[src/sv/mfps_pkg.sv]
// ----------------------------------------------------------------------------
// mfps_pkg
// Shared types and constants for the minimum falling path sum block.
// ----------------------------------------------------------------------------
package mfps_pkg;

   localparam int CELL_W     = 16;
   localparam int SUM_W      = 32;
   localparam int COLS_W     = 9;
   localparam int ROWS_W     = 16;
   localparam int CSR_IDX_W  = 2;
   localparam int CSR_DATA_W = 16;

   typedef logic signed [CELL_W-1:0]     cell_type;
   typedef logic signed [SUM_W-1:0]      sum_type;
   typedef logic [CSR_IDX_W-1:0]         csr_idx_type;
   typedef logic [CSR_DATA_W-1:0]        csr_data_type;

   // register indexes
   localparam csr_idx_type CSR_NUM_COLS = 2'd0;
   localparam csr_idx_type CSR_NUM_ROWS = 2'd1;

   localparam sum_type SUM_MAX = 32'sh7FFF_FFFF;
   localparam sum_type SUM_MIN = 32'sh8000_0000;

   // position flags of one item within the grid
   typedef struct packed {
      logic first_row;
      logic last_col;
      logic last_row;
      logic emit;       // last cell of the grid
   } cell_tag_type;

endpackage

[src/sv/mfps_seq.sv]
// ----------------------------------------------------------------------------
// mfps_seq
// Configuration registers, row/column counters and line store read addressing.
// ----------------------------------------------------------------------------
module mfps_seq #(
   parameter int MAX_COLS = 256
) (
   input  logic                                          clock,
   input  logic                                          reset,
   input  logic                                          csr_valid,
   input  mfps_pkg::csr_idx_type                         csr_index,
   input  mfps_pkg::csr_data_type                        csr_data,
   input  logic                                          accept,
   output logic [((MAX_COLS > 1) ? $clog2(MAX_COLS) : 1)-1:0] cell_col,
   output mfps_pkg::cell_tag_type                        cell_tag,
   output logic [((MAX_COLS > 1) ? $clog2(MAX_COLS) : 1)-1:0] rd_addr
);
   import mfps_pkg::*;

   localparam int CW  = (MAX_COLS > 1) ? $clog2(MAX_COLS) : 1;
   localparam int NCW = $clog2(MAX_COLS + 1);
   localparam int XW  = ((NCW > COLS_W) ? NCW : COLS_W) + 1;

   logic [COLS_W-1:0] num_cols_ff, num_cols_in;
   logic [ROWS_W-1:0] num_rows_ff, num_rows_in;
   logic [CW-1:0]     col_ff, col_in;
   logic [ROWS_W-1:0] row_ff, row_in;

   logic [XW-1:0]     ncols_x;
   logic [XW-1:0]     c_x;
   logic [ROWS_W-1:0] nrows;
   logic              last_col;
   logic              last_row;

   always_comb begin
      // effective column count: zero acts as one, clamp to store depth
      if (num_cols_ff == '0) begin
         ncols_x = XW'(1);
      end else if (XW'(num_cols_ff) > XW'(MAX_COLS)) begin
         ncols_x = XW'(MAX_COLS);
      end else begin
         ncols_x = XW'(num_cols_ff);
      end
      nrows = (num_rows_ff == '0) ? ROWS_W'(1) : num_rows_ff;

      c_x = XW'(col_ff);
      if (c_x >= ncols_x) begin
         c_x = ncols_x - XW'(1);
      end
      last_col = (c_x + XW'(1)) >= ncols_x;
      last_row = ({1'b0, row_ff} + (ROWS_W+1)'(1)) >= {1'b0, nrows};

      cell_col           = c_x[CW-1:0];
      cell_tag.first_row = (row_ff == '0);
      cell_tag.last_col  = last_col;
      cell_tag.last_row  = last_row;
      cell_tag.emit      = last_col && last_row;

      // fetch the entry the next item needs: next column, or column 0 at row end
      rd_addr = last_col ? '0 : CW'(c_x + XW'(1));

      col_in = col_ff;
      row_in = row_ff;
      if (accept) begin
         if (!last_col) begin
            col_in = CW'(c_x + XW'(1));
         end else begin
            col_in = '0;
            row_in = last_row ? '0 : row_ff + ROWS_W'(1);
         end
      end

      num_cols_in = num_cols_ff;
      num_rows_in = num_rows_ff;
      if (csr_valid) begin
         case (csr_index)
            CSR_NUM_COLS: num_cols_in = csr_data[COLS_W-1:0];
            CSR_NUM_ROWS: num_rows_in = csr_data[ROWS_W-1:0];
            default: ;
         endcase
      end
   end

   always_ff @(posedge clock) begin
      if (reset) begin
         num_cols_ff <= COLS_W'(1);
         num_rows_ff <= ROWS_W'(1);
         col_ff      <= '0;
         row_ff      <= '0;
      end else begin
         num_cols_ff <= num_cols_in;
         num_rows_ff <= num_rows_in;
         col_ff      <= col_in;
         row_ff      <= row_in;
      end
   end

endmodule

[config.mk]
export PLATFORM = sky130hd
export DESIGN_NAME = mfps_seq
export DESIGN_NICKNAME = d
export VERILOG_FILES = /design/src/sv/mfps_pkg.sv /design/src/sv/mfps_seq.sv
export SDC_FILE = /design/constraint.sdc
export NUM_CORES = 1
export LEC_CHECK = 0
export BUFFER_PORTS_ARGS = -buffer_cell sky130_fd_sc_hd__buf_2
export CORE_MARGIN = 1
export CORE_UTILIZATION = 63
export CTS_BUF_LIST = sky130_fd_sc_hd__clkbuf_8
export CTS_CLUSTER_DIAMETER = 80
export DETAILED_ROUTE_END_ITERATION = 12
export PLACE_DENSITY = 0.95
export RECOVER_POWER = 50
export SLEW_MARGIN = 10
export SYNTH_ARGS = -nofsm -noshare
export SYNTH_HDL_FRONTEND = slang
export SYNTH_SLANG_ARGS = --single-unit
[constraint.sdc]
create_clock -name clock -period 9.7 [get_ports clock]
set_input_delay 0.485 -clock clock [delete_from_list [all_inputs] [get_ports clock]]
set_output_delay 0.485 -clock clock [all_outputs]
set_load 0.01 [all_outputs]
==> out/qor.log, run 1 <==
[status] run status finished, final reports clean
[power_and_ir_drop] share of total power in sequential cells 0.178
[placement] count of buffers from port buffering 41
[clock_network] # Post-CTS Setup Buffers 0
[sta] final-report hold violation count 0
[worst_setup_path] largest fanout of any net on the critical path 19
[routing] drt wl/cell 16.3 µm
[power_and_ir_drop] power per standard cell area 340 nW/µm²
[floorplan] die height 79.1 µm
[power_and_ir_drop] worst vdd ir 0.000526 V
[routing] routed via count 3721
[worst_setup_path] arrival time at the worst endpoint 6.11 ns
[logic_synthesis] Post-synth EDFFs 0
[power_and_ir_drop] Power Internal 649 µW
[floorplan] Initial Util 0.668
[clock_network] clock latency at the later pin of the worst-skew pair 0.32 ns
[logic_synthesis] Post-synth top flop sky130_fd_sc_hd__dfxtp_1
[layout] diode count 0
[worst_hold_path] type of the most critical hold path in -> reg
[routing] DRT Wirelength 9680 µm
[logic_synthesis] synthesized area divided by synthesized cell count 7.58 µm²
[worst_setup_path] Max stage delay cell, worst path sky130_fd_sc_hd__nor4_1
[power_and_ir_drop] proportion of power drawn by combinational gates 0.726
[layout] growth of design area from synthesis to finish 7.38%
[power_and_ir_drop] Switch Pwr 719 µW
[layout] number of nets in the layout 581
[logic_synthesis] sequential cell area fraction in the yosys report 0.262
[sta] final count of negative-setup-slack endpoints 0
[worst_setup_path] dominant delay contributor by cell family on the critical path simple AND/OR/NAND/NOR gates
[logic_synthesis] synth unique cells 63
[routing] first-pass iteration count of the detailed router 5
[grt] vias in the first global route 3378
[logic_synthesis] post-synthesis net count 553
[power_and_ir_drop] switching part of the total power 0.526
[grt] Overflow after GRT 0
[logic_synthesis] Post-Synthesis Cells 494
[clock_network] clock tree from TritonCTS done
[worst_setup_path] critical path startpoint category register
[clock_network] clock slew at reported path FFs 0.11 ns
[floorplan] number of core rows 27
[sta] largest clock skew in the final design 0.0143 ns
[sta] share of the cycle needed by the critical path after routing 0.679
[clock_network] count of hold buffers inserted by post-cts repair 0
[sta] slew at the pin closest to its max-slew limit 0.970 ns
[clock_network] root cell of the clock tree sky130_fd_sc_hd__clkbuf_8
[clock_network] clock buffers created by TritonCTS 5
[power_and_ir_drop] Clock Power Share 0.095
[floorplan] num ports 42
[sta] Final min period 6.59 ns
[worst_setup_path] Critical Path, Cell by Cell nor4_1 > a21oi_1 > nor2_1 > ha_1 > nor3b_1 > nor2_1 > o21ai_0 > nand2_1 > a21oi_1 > ha_1 > nand3_1 > and2_1 > nor3_1 > nor2_1 > ha_1 > a21o_1 > a21oi_1 > o21ai_1 > nand2_2 > inv_1 > nor3_1 > buf_2
[clock_network] number of buffers between clock root and the deepest sink 2
[sta] count of final max-slew check failures 0
[logic_synthesis] post-synthesis register bit count 49
[routing] vias per std cell 6.25
[grt] maximum number of pins on one net before global-route repair 39
[worst_setup_path] data required time of the critical path 9.22 ns
[routing] DRC violation count after routing 0
[worst_setup_path] crit end category output port
[sta] RSZ-0062 raised after global routing no
[logic_synthesis] Post-synth ARST share 0
[placement] DPL Wire Length 7340 µm
[worst_setup_path] peak per-stage delay on the critical path 0.68 ns
[worst_setup_path] buffering stage count on the worst path with inverters included 2
[job] count of maximum capacitance violations 0
[routing] DRC violation total after the first TritonRoute iteration 395
[grt] number of antenna violations at the first check in global routing 0
[clock_network] number of resized instances in the post-cts repair step 0
[clock_network] level count of the clock H-tree 2
[floorplan] area of the die 6260 µm²
[floorplan] Horiz. Die Dim 79.1 µm
[sta] Total Negative Setup Slacks 0 ns
[clock_network] CTS sink count 49
[routing] Routed Antenna Nets 0
[sta] achievable clock frequency 152 MHz
[sta] worst slew margin relative to its limit 0.348
[sta] smallest hold slack 0.393 ns
[layout] number of inserted filler cells in the final layout 457
[placement] routability cong. 0.982
[grt] wire length of the first global-routing pass 15800 µm
[layout] fraction of final layout cells with drive strength greater than 1 0.111
[grt] overall global routing resource usage 0.323
[floorplan] Std-Cell Core Area 5610 µm²
[logic_synthesis] Synthesis Warnings 0
[power_and_ir_drop] standby leakage power 1.65 nW
[worst_setup_path] type of the worst setup path reg -> out
[logic_synthesis] area of the mapped netlist 3740 µm²
[cell usage after synthesis, drive strengths merged (9+ instances only)]
cell    count  share of area
nand2      67          0.068
dfxtp      49           0.26
a21oi      46          0.061
nor2       46          0.046
ha         37           0.12
inv        36          0.036
nand3      28          0.039
xnor2      16          0.041
nor3       15          0.021
clkbuf     14          0.014
o21ai      14          0.021
a22o       12          0.028
nor4       11          0.025
and2        9          0.015
mux2i       9          0.024
[final cells by class]
class | instances | area (µm²) | share of cell area
flip-flops and latches | 49 | 981 | 0.244
repair buffers | 43 | 208 | 0.0516
clock inverters | 3 | 26.3 | 0.00653
well taps | 72 | 90.1 | 0.0224
multi-input cells | 387 | 2510 | 0.625
inverters | 36 | 135 | 0.0336
clock buffers | 5 | 68.8 | 0.0171
[sequential cells by signal, summed over array words and instances, names as in the netlist]
name and cells:
row_ff 16, col_ff 8, num_cols_ff 9, num_rows_ff 16
[through the flow]
stage          cells  cell area [µm²]  worst slack [ns]  utilization  total power, mW
4_1_cts          595             4050              3.83        0.722             1.37
5_1_grt          595             4020              2.59        0.717             1.47
3_3_place_gp     587             3950              4.37        0.705             1.21
3_5_place_dp     587             3950              4.18        0.705             1.24
6_report         595             4020              3.11        0.717             1.37
2_1_floorplan    494             3740              4.64            -            0.962
[cells in the final DEF (no fill, tap or decap), types with 3 or more instances in the layout]
| cell type | Yosys | final |
|---|---|---|
| sky130_fd_sc_hd__dfxtp_1 | 49 | 49 |
| sky130_fd_sc_hd__and2_1 | 8 | 8 |
| sky130_fd_sc_hd__o21a_1 | 4 | 4 |
| sky130_fd_sc_hd__xnor2_1 | 14 | 14 |
| sky130_fd_sc_hd__xor2_1 | 7 | 7 |
| sky130_fd_sc_hd__nor2_1 | 46 | 46 |
| sky130_fd_sc_hd__a21o_1 | 8 | 8 |
| sky130_fd_sc_hd__clkbuf_1 | 13 | 8 |
| sky130_fd_sc_hd__nand3_1 | 27 | 27 |
| sky130_fd_sc_hd__clkbuf_8 | 0 | 5 |
| sky130_fd_sc_hd__a21oi_1 | 46 | 46 |
| sky130_fd_sc_hd__and4_1 | 3 | 3 |
| sky130_fd_sc_hd__nor4_1 | 7 | 8 |
| sky130_fd_sc_hd__nor3b_1 | 3 | 3 |
| sky130_fd_sc_hd__nor4_2 | 4 | 3 |
| sky130_fd_sc_hd__or4_1 | 3 | 3 |
| sky130_fd_sc_hd__o21ai_0 | 11 | 12 |
| sky130_fd_sc_hd__nand3b_1 | 4 | 4 |
| sky130_fd_sc_hd__ha_1 | 37 | 37 |
| sky130_fd_sc_hd__nand2_1 | 65 | 66 |
| sky130_fd_sc_hd__a22o_1 | 12 | 12 |
| sky130_fd_sc_hd__nor3_1 | 14 | 14 |
| sky130_fd_sc_hd__o22ai_1 | 3 | 3 |
| sky130_fd_sc_hd__mux2i_1 | 9 | 9 |
| sky130_fd_sc_hd__nand2b_1 | 8 | 8 |
| sky130_fd_sc_hd__buf_2 | 4 | 34 |
| sky130_fd_sc_hd__inv_1 | 35 | 35 |
[metal layers]
layer | vias to the layer above | global-route usage | part of all wire | routed length [µm]
li1 | 1795 | - | - | -
met1 | 1711 | 0.441 | 0.45 | 4330
met2 | 188 | 0.500 | 0.45 | 4340
met3 | 27 | 0.0690 | 0.085 | 818
met4 | 0 | 0.111 | 0.020 | 193
met5 | - | 0 | 0 | 0
[worst register-to-register path: cells and delay by family, from the launching register on]
kind | cells | cell delay, ns
compound gates | 9 | 2.55
simple gates | 9 | 2.30
fa+ha+maj | 3 | 0.92
flops | 1 | 0.42
[power groups by stage]
stage / logic (mW) / registers, mW / clock network [mW]
global route: 1.09 / 0.246 / 0.139
detailed placement: 0.990 / 0.248 / 0
floorplan: 0.725 / 0.237 / 0
CTS: 0.996 / 0.243 / 0.132
finish: 0.993 / 0.244 / 0.131
global placement: 0.959 / 0.248 / 0
[kinds of logic (layout without fill, tap and decap cells)]
| family | after synthesis | after routing | synth area share |
|---|---|---|---|
| xor+xnor | 23 | 23 | 0.0578 |
| mux | 9 | 9 | 0.0241 |
| flops | 49 | 49 | 0.262 |
| simple gates | 211 | 211 | 0.283 |
| buf+inv | 58 | 87 | 0.0638 |
| fa+ha+maj | 37 | 37 | 0.124 |
| compound gates | 107 | 107 | 0.186 |
[worst paths after layout]
kind / slack, ns / start / end / cells after the start
max: 3.11 / num_cols_ff[4] / rd_addr[4] / 22
min: 0.39 / csr_data[12] / num_rows_ff[12] / 3
max reg2reg: 3.48 / num_cols_ff[4] / row_ff[15] / 21
min reg2reg: 0.49 / num_rows_ff[10] / num_rows_ff[10] / 2
No activity file was read; power rests on OpenSTA's default activity.
==> inputs of run 2 (changes only) <==
--- a/config.mk
+++ b/config.mk
@@ -5,13 +5,14 @@
 export SDC_FILE = /design/constraint.sdc
 export NUM_CORES = 1
 export LEC_CHECK = 0
+export ABC_AREA = 1
 export BUFFER_PORTS_ARGS = -buffer_cell sky130_fd_sc_hd__buf_2
 export CORE_MARGIN = 1
-export CORE_UTILIZATION = 63
+export CORE_UTILIZATION = 55
 export CTS_BUF_LIST = sky130_fd_sc_hd__clkbuf_8
 export CTS_CLUSTER_DIAMETER = 80
 export DETAILED_ROUTE_END_ITERATION = 12
-export PLACE_DENSITY = 0.95
+export PLACE_DENSITY = 0.89
 export RECOVER_POWER = 50
 export SLEW_MARGIN = 10
 export SYNTH_ARGS = -nofsm -noshare
==> constraint.sdc (replaced) <==
create_clock -name clock -period 5.3 [get_ports clock]
set_input_delay 0.265 -clock clock [delete_from_list [all_inputs] [get_ports clock]]
set_output_delay 0.265 -clock clock [all_outputs]
set_load 0.01 [all_outputs]
==> out/qor.log, run 2 <==
[status] run status complete, but fails checks [was finished, final reports clean]
[status] violated checks design-rule violations
[logic_synthesis] Synthesis Warnings 0 [unchanged]
[placement] count of buffers from port buffering 41 [unchanged]
[power_and_ir_drop] overall power consumption 2.15 mW [was 1.37 mW]
[logic_synthesis] post-synthesis net count 610 [was 553]
[worst_setup_path] data required time of the critical path 5.04 ns [was 9.22 ns]
[logic_synthesis] fraction of the mapped netlist area in simple logic gates 0.307 [was 0.283]
[worst_setup_path] critical path startpoint category register [unchanged]
[grt] number of antenna violations at the first check in global routing 0 [unchanged]
[routing] DRT Wirelength 8720 µm [was 9680 µm]
[sta] worst slew margin relative to its limit 0.246 [was 0.348]
[worst_setup_path] crit end category output port [unchanged]
[logic_synthesis] area share of xor/xnor cells in the synthesized design 0.0403 [was 0.0578]
[sta] final-report hold violation count 0 [unchanged]
[floorplan] number of core rows 29 [was 27]
[layout] final instance count without filler cells 658 [was 595]
[logic_synthesis] Post-synth EDFFs 0 [unchanged]
[logic_synthesis] most instantiated library cell after synthesis sky130_fd_sc_hd__nand2_1 [unchanged]
[clock_network] clock latency at the later pin of the worst-skew pair 0.30 ns [was 0.32 ns]
[logic_synthesis] post-synthesis register bit count 49 [unchanged]
[power_and_ir_drop] worst vdd ir 0.000196 V [was 0.000526 V]
[worst_setup_path] largest fanout of any net on the critical path 14 [was 19]
[sta] slew at the pin closest to its max-slew limit 1.13 ns [was 0.970 ns]
[floorplan] die height 83.9 µm [was 79.1 µm]
[clock_network] count of hold buffers inserted by post-cts repair 0 [unchanged]
[clock_network] number of buffers between clock root and the deepest sink 2 [unchanged]
[layout] diode count 0 [unchanged]
[routing] first-pass iteration count of the detailed router 9 [was 5]
[placement] routability cong. 0.985 [was 0.982]
[sta] share of the cycle needed by the critical path after routing 0.885
[sta] final count of negative-setup-slack endpoints 0 [unchanged]
[routing] vias per std cell 5.57 [was 6.25]
[floorplan] Initial Util 0.575 [was 0.668]
[worst_hold_path] type of the most critical hold path in -> reg [unchanged]
[floorplan] Std-Cell Core Area 6420 µm² [was 5610 µm²]
[grt] maximum number of pins on one net before global-route repair 44 [was 39]
[grt] Overflow after GRT 0 [unchanged]
[job] count of maximum capacitance violations 0 [unchanged]
[logic_synthesis] Post-synth ARST share 0 [unchanged]
[logic_synthesis] adder and majority gate portion of the synthesized area 0.125 [was 0.124]
[layout] number of nets in the layout 640 [was 581]
[logic_synthesis] area of the mapped netlist 3690 µm² [was 3740 µm²]
[layout] leading cell type in the layout, fill and taps excluded sky130_fd_sc_hd__nand2_1 [unchanged]
[sta] count of final max-slew check failures 0 [unchanged]
[power_and_ir_drop] share of total power in sequential cells 0.247 [was 0.178]
[clock_network] clock tree from TritonCTS done [unchanged]
[layout] biggest registers after layout num_rows_ff: 16 flops, row_ff: 16 flops, num_cols_ff: 9 flops [unchanged]
[power_and_ir_drop] Switch Pwr 1.10 mW [was 719 µW]
[clock_network] number of resized instances in the post-cts repair step 0 [unchanged]
[clock_network] level count of the clock H-tree 2 [unchanged]
[logic_synthesis] main combinational cell family by area after synthesis simple AND/OR/NAND/NOR gates [unchanged]
[layout] growth of design area from synthesis to finish 7.79% [was 7.38%]
[logic_synthesis] sequential cell area fraction in the yosys report 0.266 [was 0.262]
[sta] largest clock skew in the final design 0.00561 ns [was 0.0143 ns]
[logic_synthesis] mux share of post-synthesis cell area 0 [was 0.0241]
[clock_network] clock slew at reported path FFs 0.09 ns [was 0.11 ns]
[layout] leading cell types in the layout, fill and taps excluded sky130_fd_sc_hd__nand2_1, sky130_fd_sc_hd__inv_1, sky130_fd_sc_hd__nor2_1 [was sky130_fd_sc_hd__nand2_1, sky130_fd_sc_hd__dfxtp_1, sky130_fd_sc_hd__a21oi_1, sky130_fd_sc_hd__nor2_1, sky130_fd_sc_hd__ha_1]
[clock_network] CTS sink count 49 [unchanged]
[floorplan] num ports 42 [unchanged]
[sta] smallest hold slack 0.186 ns [was 0.393 ns]
[floorplan] area of the die 7050 µm² [was 6260 µm²]
[worst_setup_path] worst setup slack for register-to-register paths 0.64 ns [was 3.48 ns]
[sta] achievable clock frequency 213 MHz
[sta] Final min period 4.69 ns
[routing] drt wl/cell 13.3 µm [was 16.3 µm]
[logic_synthesis] Post-synth top flop sky130_fd_sc_hd__dfxtp_1 [unchanged]
[worst_setup_path] type of the worst setup path reg -> out [unchanged]
[logic_synthesis] post-synthesis cell type with the largest combined area sky130_fd_sc_hd__dfxtp_1 [unchanged]
[power_and_ir_drop] Clock Power Share 0.107 [was 0.095]
[routing] DRC violation count after routing 3 [was 0]
[worst_setup_path] arrival time at the worst endpoint 4.43 ns [was 6.11 ns]
[power_and_ir_drop] standby leakage power 2.05 nW [was 1.65 nW]
[routing] DRC violation total after the first TritonRoute iteration 229 [was 395]
[power_and_ir_drop] Power Internal 1.05 mW [was 649 µW]
[placement] post-placement cell count 651 [was 587]
[sta] Total Negative Setup Slacks 0 ns [unchanged]
[clock_network] # Post-CTS Setup Buffers 0 [unchanged]
[grt] overall global routing resource usage 0.257 [was 0.323]
[grt] vias in the first global route 3363 [was 3378]
[logic_synthesis] synthesized area divided by synthesized cell count 6.70 µm² [was 7.58 µm²]
[floorplan] Horiz. Die Dim 83.9 µm [was 79.1 µm]
[logic_synthesis] Post-Synthesis Cells 551 [was 494]
[logic_synthesis] list of most frequent post-synthesis cells sky130_fd_sc_hd__nand2_1, sky130_fd_sc_hd__inv_1, sky130_fd_sc_hd__nor2_1 [was sky130_fd_sc_hd__nand2_1, sky130_fd_sc_hd__dfxtp_1, sky130_fd_sc_hd__a21oi_1, sky130_fd_sc_hd__nor2_1, sky130_fd_sc_hd__ha_1]
[clock_network] root cell of the clock tree sky130_fd_sc_hd__clkbuf_8 [unchanged]
[power_and_ir_drop] switching part of the total power 0.511 [was 0.526]
[logic_synthesis] post-synthesis compound-gate area fraction 0.146 [was 0.186]
[layout] fraction of final layout cells with drive strength greater than 1 0.117 [was 0.111]
[placement] DPL Wire Length 6730 µm [was 7340 µm]
[grt] wire length of the first global-routing pass 14900 µm [was 15800 µm]
[power_and_ir_drop] power per standard cell area 540 nW/µm² [was 340 nW/µm²]
[logic_synthesis] Synth top area share 0.266 [was 0.262]
[logic_synthesis] top post-synthesis cells by area sky130_fd_sc_hd__dfxtp_1, sky130_fd_sc_hd__ha_1, sky130_fd_sc_hd__nand2_1 [unchanged]
[routing] routed via count 3668 [was 3721]
[logic_synthesis] synth unique cells 37 [was 63]
[sta] RSZ-0062 raised after global routing no [unchanged]
[routing] Routed Antenna Nets 0 [unchanged]
[power_and_ir_drop] proportion of power drawn by combinational gates 0.647 [was 0.726]
[clock_network] clock buffers created by TritonCTS 5 [unchanged]
## run 2: layer usage
layer / GRT usage / share of wire
met1: 0.348 / 0.48
met4: 0.0627 / 0.013
met2: 0.424 / 0.46
met5: 0 / 0
met3: 0.0425 / 0.049
## run 2: critical path, cell delays in order, from the launching register on
cell,delay [ns]
sky130_fd_sc_hd__dfxtp_1,0.33
sky130_fd_sc_hd__inv_2,0.19
sky130_fd_sc_hd__nand2_1,0.24
sky130_fd_sc_hd__ha_1,0.35
sky130_fd_sc_hd__nand2_1,0.09
sky130_fd_sc_hd__inv_1,0.04
sky130_fd_sc_hd__nand2_1,0.05
sky130_fd_sc_hd__nand2_1,0.04
sky130_fd_sc_hd__nand2_1,0.14
sky130_fd_sc_hd__nand3_4,0.19
sky130_fd_sc_hd__o21ai_2,0.28
sky130_fd_sc_hd__ha_1,0.21
sky130_fd_sc_hd__nand2_1,0.09
sky130_fd_sc_hd__nor2_2,0.17
sky130_fd_sc_hd__nand4_1,0.14
sky130_fd_sc_hd__o21ai_0,0.19
sky130_fd_sc_hd__ha_1,0.29
sky130_fd_sc_hd__inv_1,0.06
sky130_fd_sc_hd__nor2_1,0.05
sky130_fd_sc_hd__o211ai_1,0.09
sky130_fd_sc_hd__nand3_1,0.09
sky130_fd_sc_hd__a31o_2,0.26
sky130_fd_sc_hd__inv_1,0.18
sky130_fd_sc_hd__nand3_1,0.16
sky130_fd_sc_hd__inv_1,0.07
sky130_fd_sc_hd__buf_2,0.12
## run 2: cell families after synthesis
logic type | after synthesis
flops | 49
xor+xnor | 17
simple gates | 242
buf+inv | 104
fa+ha+maj | 37
compound gates | 102
## run 2: cell type report
type                    instances  area, µm²
fillers                       573       2440
inverters                      86        327
clock inverters                 1       7.51
well taps                      77       96.3
repair buffers                 41        201
clock buffers                   6       82.6
flip-flops and latches         49        981
multi-input cells             398       2280
## run 2: final timing paths
path                        from              to  cells after the start
setup / recovery  num_cols_ff[8]      rd_addr[5]                     25
hold / removal       csr_data[0]  num_cols_ff[0]                      3
setup reg to reg  num_cols_ff[8]       row_ff[4]                     25
hold reg to reg   num_rows_ff[0]  num_rows_ff[0]                      2
## run 2: power by group through the flow
stage | Sequential [mW] | Clock [mW] | Combinational [mW]
after global placement | 0.534 | 0 | 1.32
after floorplan | 0.514 | 0 | 1.10
after CTS | 0.529 | 0.234 | 1.38
final | 0.530 | 0.229 | 1.39
after global routing | 0.544 | 0.247 | 1.57
after detailed placement | 0.536 | 0 | 1.38
## run 2: per-stage QoR
| step | instance area, µm² | utilization | worst slack [ns] |
|---|---|---|---|
| after CTS | 3980 | 0.620 | 0.492 |
| final | 3980 | 0.620 | 0.608 |
| after floorplan | 3690 | - | 1.28 |
| after global routing | 3980 | 0.620 | 0.0687 |
| after detailed placement | 3890 | 0.606 | 0.505 |
| after global placement | 3890 | 0.606 | 0.731 |
==> inputs of run 3 (changes only) <==
--- a/config.mk
+++ b/config.mk
@@ -8,11 +8,11 @@
 export ABC_AREA = 1
 export BUFFER_PORTS_ARGS = -buffer_cell sky130_fd_sc_hd__buf_2
 export CORE_MARGIN = 1
-export CORE_UTILIZATION = 55
+export CORE_UTILIZATION = 39
 export CTS_BUF_LIST = sky130_fd_sc_hd__clkbuf_8
 export CTS_CLUSTER_DIAMETER = 80
 export DETAILED_ROUTE_END_ITERATION = 12
-export PLACE_DENSITY = 0.89
+export PLACE_DENSITY = 0.67
 export RECOVER_POWER = 50
 export SLEW_MARGIN = 10
 export SYNTH_ARGS = -nofsm -noshare
==> constraint.sdc (replaced) <==
create_clock -name clock -period 4.58 [get_ports clock]
set_input_delay 0.229 -clock clock [delete_from_list [all_inputs] [get_ports clock]]
set_output_delay 0.229 -clock clock [all_outputs]
set_load 0.01 [all_outputs]
==> out/qor.log, run 3 (synthesized netlist as in run 2, its figures left out) <==
[sta] RSZ-0062 raised after global routing yes [was no]
[floorplan] die height 99.3 µm [was 83.9 µm]
[routing] drt wl/cell 13.2 µm [was 13.3 µm]
[worst_setup_path] worst setup slack for register-to-register paths 0.37 ns [was 0.64 ns]
[sta] achievable clock frequency 232 MHz
[layout] leading cell type in the layout, fill and taps excluded sky130_fd_sc_hd__nand2_1 [unchanged]
[grt] wire length of the first global-routing pass 15700 µm [was 14900 µm]
[layout] diode count 0 [unchanged]
[routing] Routed Antenna Nets 0 [unchanged]
[sta] slew at the pin closest to its max-slew limit 1.19 ns [was 1.13 ns]
[placement] routability cong. 0.909 [was 0.985]
[sta] smallest hold slack 0.166 ns [was 0.186 ns]
[clock_network] clock latency at the later pin of the worst-skew pair 0.30 ns [about the same]
[layout] biggest registers after layout num_rows_ff: 16 flops, row_ff: 16 flops, num_cols_ff: 9 flops [unchanged]
[grt] Overflow after GRT 0 [unchanged]
[grt] number of antenna violations at the first check in global routing 0 [unchanged]
[worst_setup_path] endpoint of the most critical setup path rd_addr[5] [unchanged]
[routing] routed via count 3691 [was 3668]
[routing] vias per std cell 5.23 [was 5.57]
[floorplan] Initial Util 0.401 [was 0.575]
[clock_network] clock buffers created by TritonCTS 5 [unchanged]
[power_and_ir_drop] Switch Pwr 1.34 mW [was 1.10 mW]
[clock_network] CTS sink count 49 [unchanged]
[power_and_ir_drop] switching part of the total power 0.506 [was 0.511]
[sta] worst slew margin relative to its limit 0.206 [was 0.246]
[status] violated checks design-rule violations [unchanged]
[worst_hold_path] worst hold start csr_data[0] [unchanged]
[power_and_ir_drop] worst vdd ir 0.000186 V [was 0.000196 V]
[worst_setup_path] first element of the critical path num_cols_ff[8] [unchanged]
[placement] DPL Wire Length 7000 µm [was 6730 µm]
[power_and_ir_drop] share of total power in sequential cells 0.234 [was 0.247]
[worst_setup_path] data required time of the critical path 4.35 ns [was 5.04 ns]
[status] run status complete, but fails checks [unchanged]
[power_and_ir_drop] Power Internal 1.31 mW [was 1.05 mW]
[grt] maximum number of pins on one net before global-route repair 44 [unchanged]
[layout] Final Cell Area 4220 µm² [was 3980 µm²]
[worst_setup_path] critical register-to-register path startpoint num_cols_ff[8] [unchanged]
[sta] final count of negative-setup-slack endpoints 0 [unchanged]
[clock_network] clock slew at reported path FFs 0.09 ns [about the same]
[grt] vias in the first global route 3400 [was 3363]
[sta] share of the cycle needed by the critical path after routing 0.941
[floorplan] number of core rows 35 [was 29]
[floorplan] area of the die 9860 µm² [was 7050 µm²]
[clock_network] root cell of the clock tree sky130_fd_sc_hd__clkbuf_8 [unchanged]
[placement] placed inst area 3950 µm² [was 3890 µm²]
[placement] count of buffers from port buffering 41 [unchanged]
[routing] DRC violation count after routing 2 [was 3]
[power_and_ir_drop] standby leakage power 2.15 nW [was 2.05 nW]
[layout] leading cell types in the layout, fill and taps excluded sky130_fd_sc_hd__nand2_1, sky130_fd_sc_hd__inv_1, sky130_fd_sc_hd__nor2_1 [unchanged]
[routing] DRT Wirelength 9340 µm [was 8720 µm]
[floorplan] num ports 42 [unchanged]
[worst_setup_path] type of the worst setup path reg -> out [unchanged]
[layout] combined flip-flop and latch cell area 983 µm² [was 981 µm²]
[worst_setup_path] worst reg2reg path endpoint row_ff[6] [was row_ff[4]]
[worst_setup_path] largest fanout of any net on the critical path 12 [was 14]
[grt] overall global routing resource usage 0.195 [was 0.257]
[layout] area taken by multi-input logic gates 2370 µm² [was 2280 µm²]
[sta] Final min period 4.31 ns
[layout] number of nets in the layout 653 [was 640]
[sta] largest clock skew in the final design 0.00548 ns [was 0.00561 ns]
[layout] fraction of final layout cells with drive strength greater than 1 0.168 [was 0.117]
[sta] final-report hold violation count 0 [unchanged]
[worst_setup_path] r2r worst-path depth 27 [was 25]
[clock_network] number of buffers between clock root and the deepest sink 2 [unchanged]
[sta] count of final max-slew check failures 0 [unchanged]
[floorplan] Horiz. Die Dim 99.3 µm [was 83.9 µm]
[layout] number of inserted filler cells in the final layout 961 [was 573]
[worst_setup_path] arrival time at the worst endpoint 4.08 ns [was 4.43 ns]
[routing] first-pass iteration count of the detailed router 9 [unchanged]
[routing] DRC violation total after the first TritonRoute iteration 187 [was 229]
[power_and_ir_drop] Clock Power Share 0.104 [was 0.107]
[clock_network] clock tree from TritonCTS done [unchanged]
[clock_network] level count of the clock H-tree 2 [unchanged]
[layout] growth of design area from synthesis to finish 14.3% [was 7.79%]
[floorplan] Std-Cell Core Area 9200 µm² [was 6420 µm²]
[power_and_ir_drop] power per standard cell area 626 nW/µm² [was 540 nW/µm²]
[worst_setup_path] crit end category output port [unchanged]
[power_and_ir_drop] proportion of power drawn by combinational gates 0.663 [was 0.647]
[worst_setup_path] critical path startpoint category register [unchanged]
[job] count of maximum capacitance violations 0 [unchanged]
[worst_hold_path] type of the most critical hold path in -> reg [unchanged]
## run 3: cell count changes in the layout (fill, tap and decap cells not counted), sizes merged
cell / change
nand3: +1
inv: -1
clkinv: +4
buf: +13
clkinvlp: -2
clkbuf: -1
## run 3: power groups by stage
stage | sequential, mW | clock, mW | combinational (mW)
2_1_floorplan | 0.595 | 0 | 1.27
3_3_place_gp | 0.621 | 0 | 1.58
3_5_place_dp | 0.621 | 0 | 1.61
4_1_cts | 0.614 | 0.283 | 1.63
5_1_grt | 0.628 | 0.301 | 2.00
6_report | 0.617 | 0.274 | 1.75
## run 3: worst max-delay path, cell delays in order, from the launching register on
cell	delay [ns]
sky130_fd_sc_hd__dfxtp_1	0.42
sky130_fd_sc_hd__clkinv_4	0.15
sky130_fd_sc_hd__nand2_2	0.16
sky130_fd_sc_hd__nand2_4	0.09
sky130_fd_sc_hd__ha_1	0.27
sky130_fd_sc_hd__o21ai_1	0.13
sky130_fd_sc_hd__nand2_1	0.10
sky130_fd_sc_hd__nand2_4	0.09
sky130_fd_sc_hd__nand3_4	0.13
sky130_fd_sc_hd__buf_4	0.17
sky130_fd_sc_hd__nand2_1	0.06
sky130_fd_sc_hd__nand2_1	0.07
sky130_fd_sc_hd__clkinv_1	0.13
sky130_fd_sc_hd__nand3_1	0.09
sky130_fd_sc_hd__nor2_1	0.11
sky130_fd_sc_hd__nand3_1	0.11
sky130_fd_sc_hd__nand2_1	0.09
sky130_fd_sc_hd__inv_1	0.05
sky130_fd_sc_hd__ha_1	0.29
sky130_fd_sc_hd__a21o_1	0.16
sky130_fd_sc_hd__a21oi_1	0.15
sky130_fd_sc_hd__nand3_1	0.11
sky130_fd_sc_hd__a31o_4	0.26
sky130_fd_sc_hd__inv_6	0.08
sky130_fd_sc_hd__nand3_1	0.11
sky130_fd_sc_hd__inv_1	0.07
sky130_fd_sc_hd__buf_2	0.12
## run 3: worst min path at each step
stage | to | cells after the start
6_report | num_cols_ff[0] | 3
4_1_cts | num_cols_ff[4] | 3
3_3_place_gp | num_rows_ff[0] | 2
3_5_place_dp | num_rows_ff[0] | 2
5_1_grt | num_cols_ff[3] | 3
2_1_floorplan | row_ff[10] | 1
## run 3: stage by stage
step           power [mW]  TNS (ns)  std cells  utilization  setup WS [ns]
3_5_place_dp         2.23         0        687        0.430          0.109
6_report             2.64         0        706        0.459          0.270
3_3_place_gp         2.20         0        687        0.430          0.375
4_1_cts              2.52         0        695        0.441         0.0458
2_1_floorplan        1.86         0        551            -          0.557
5_1_grt              2.93   -0.0645        706        0.459        -0.0171
## run 3: repair_timing
action,4_1_cts,5_1_grt
gates cloned,0,1
hold buffers,0,0
setup buffers,0,10
setup endpoints to repair,6,26
pin swaps,0,7
gates resized for setup,4,25
## run 3: cell type report
| cell class | count | area share |
|---|---|---|
| repair buffers | 53 | 0.0703 |
| multi-input cells | 399 | 0.562 |
| inverters | 86 | 0.0789 |
| flip-flops and latches | 49 | 0.233 |
| clock buffers | 6 | 0.0196 |
| clock inverters | 2 | 0.00326 |
| well taps | 111 | 0.0329 |
## run 3: routing by layer
layer  vias up  global-route usage  wire length [µm]
met5         -                   0                 0
met4         0              0.0441                94
met3         8              0.0211               411
met2        95               0.319              4320
met1      1684               0.275              4520
li1       1904                   -                 -
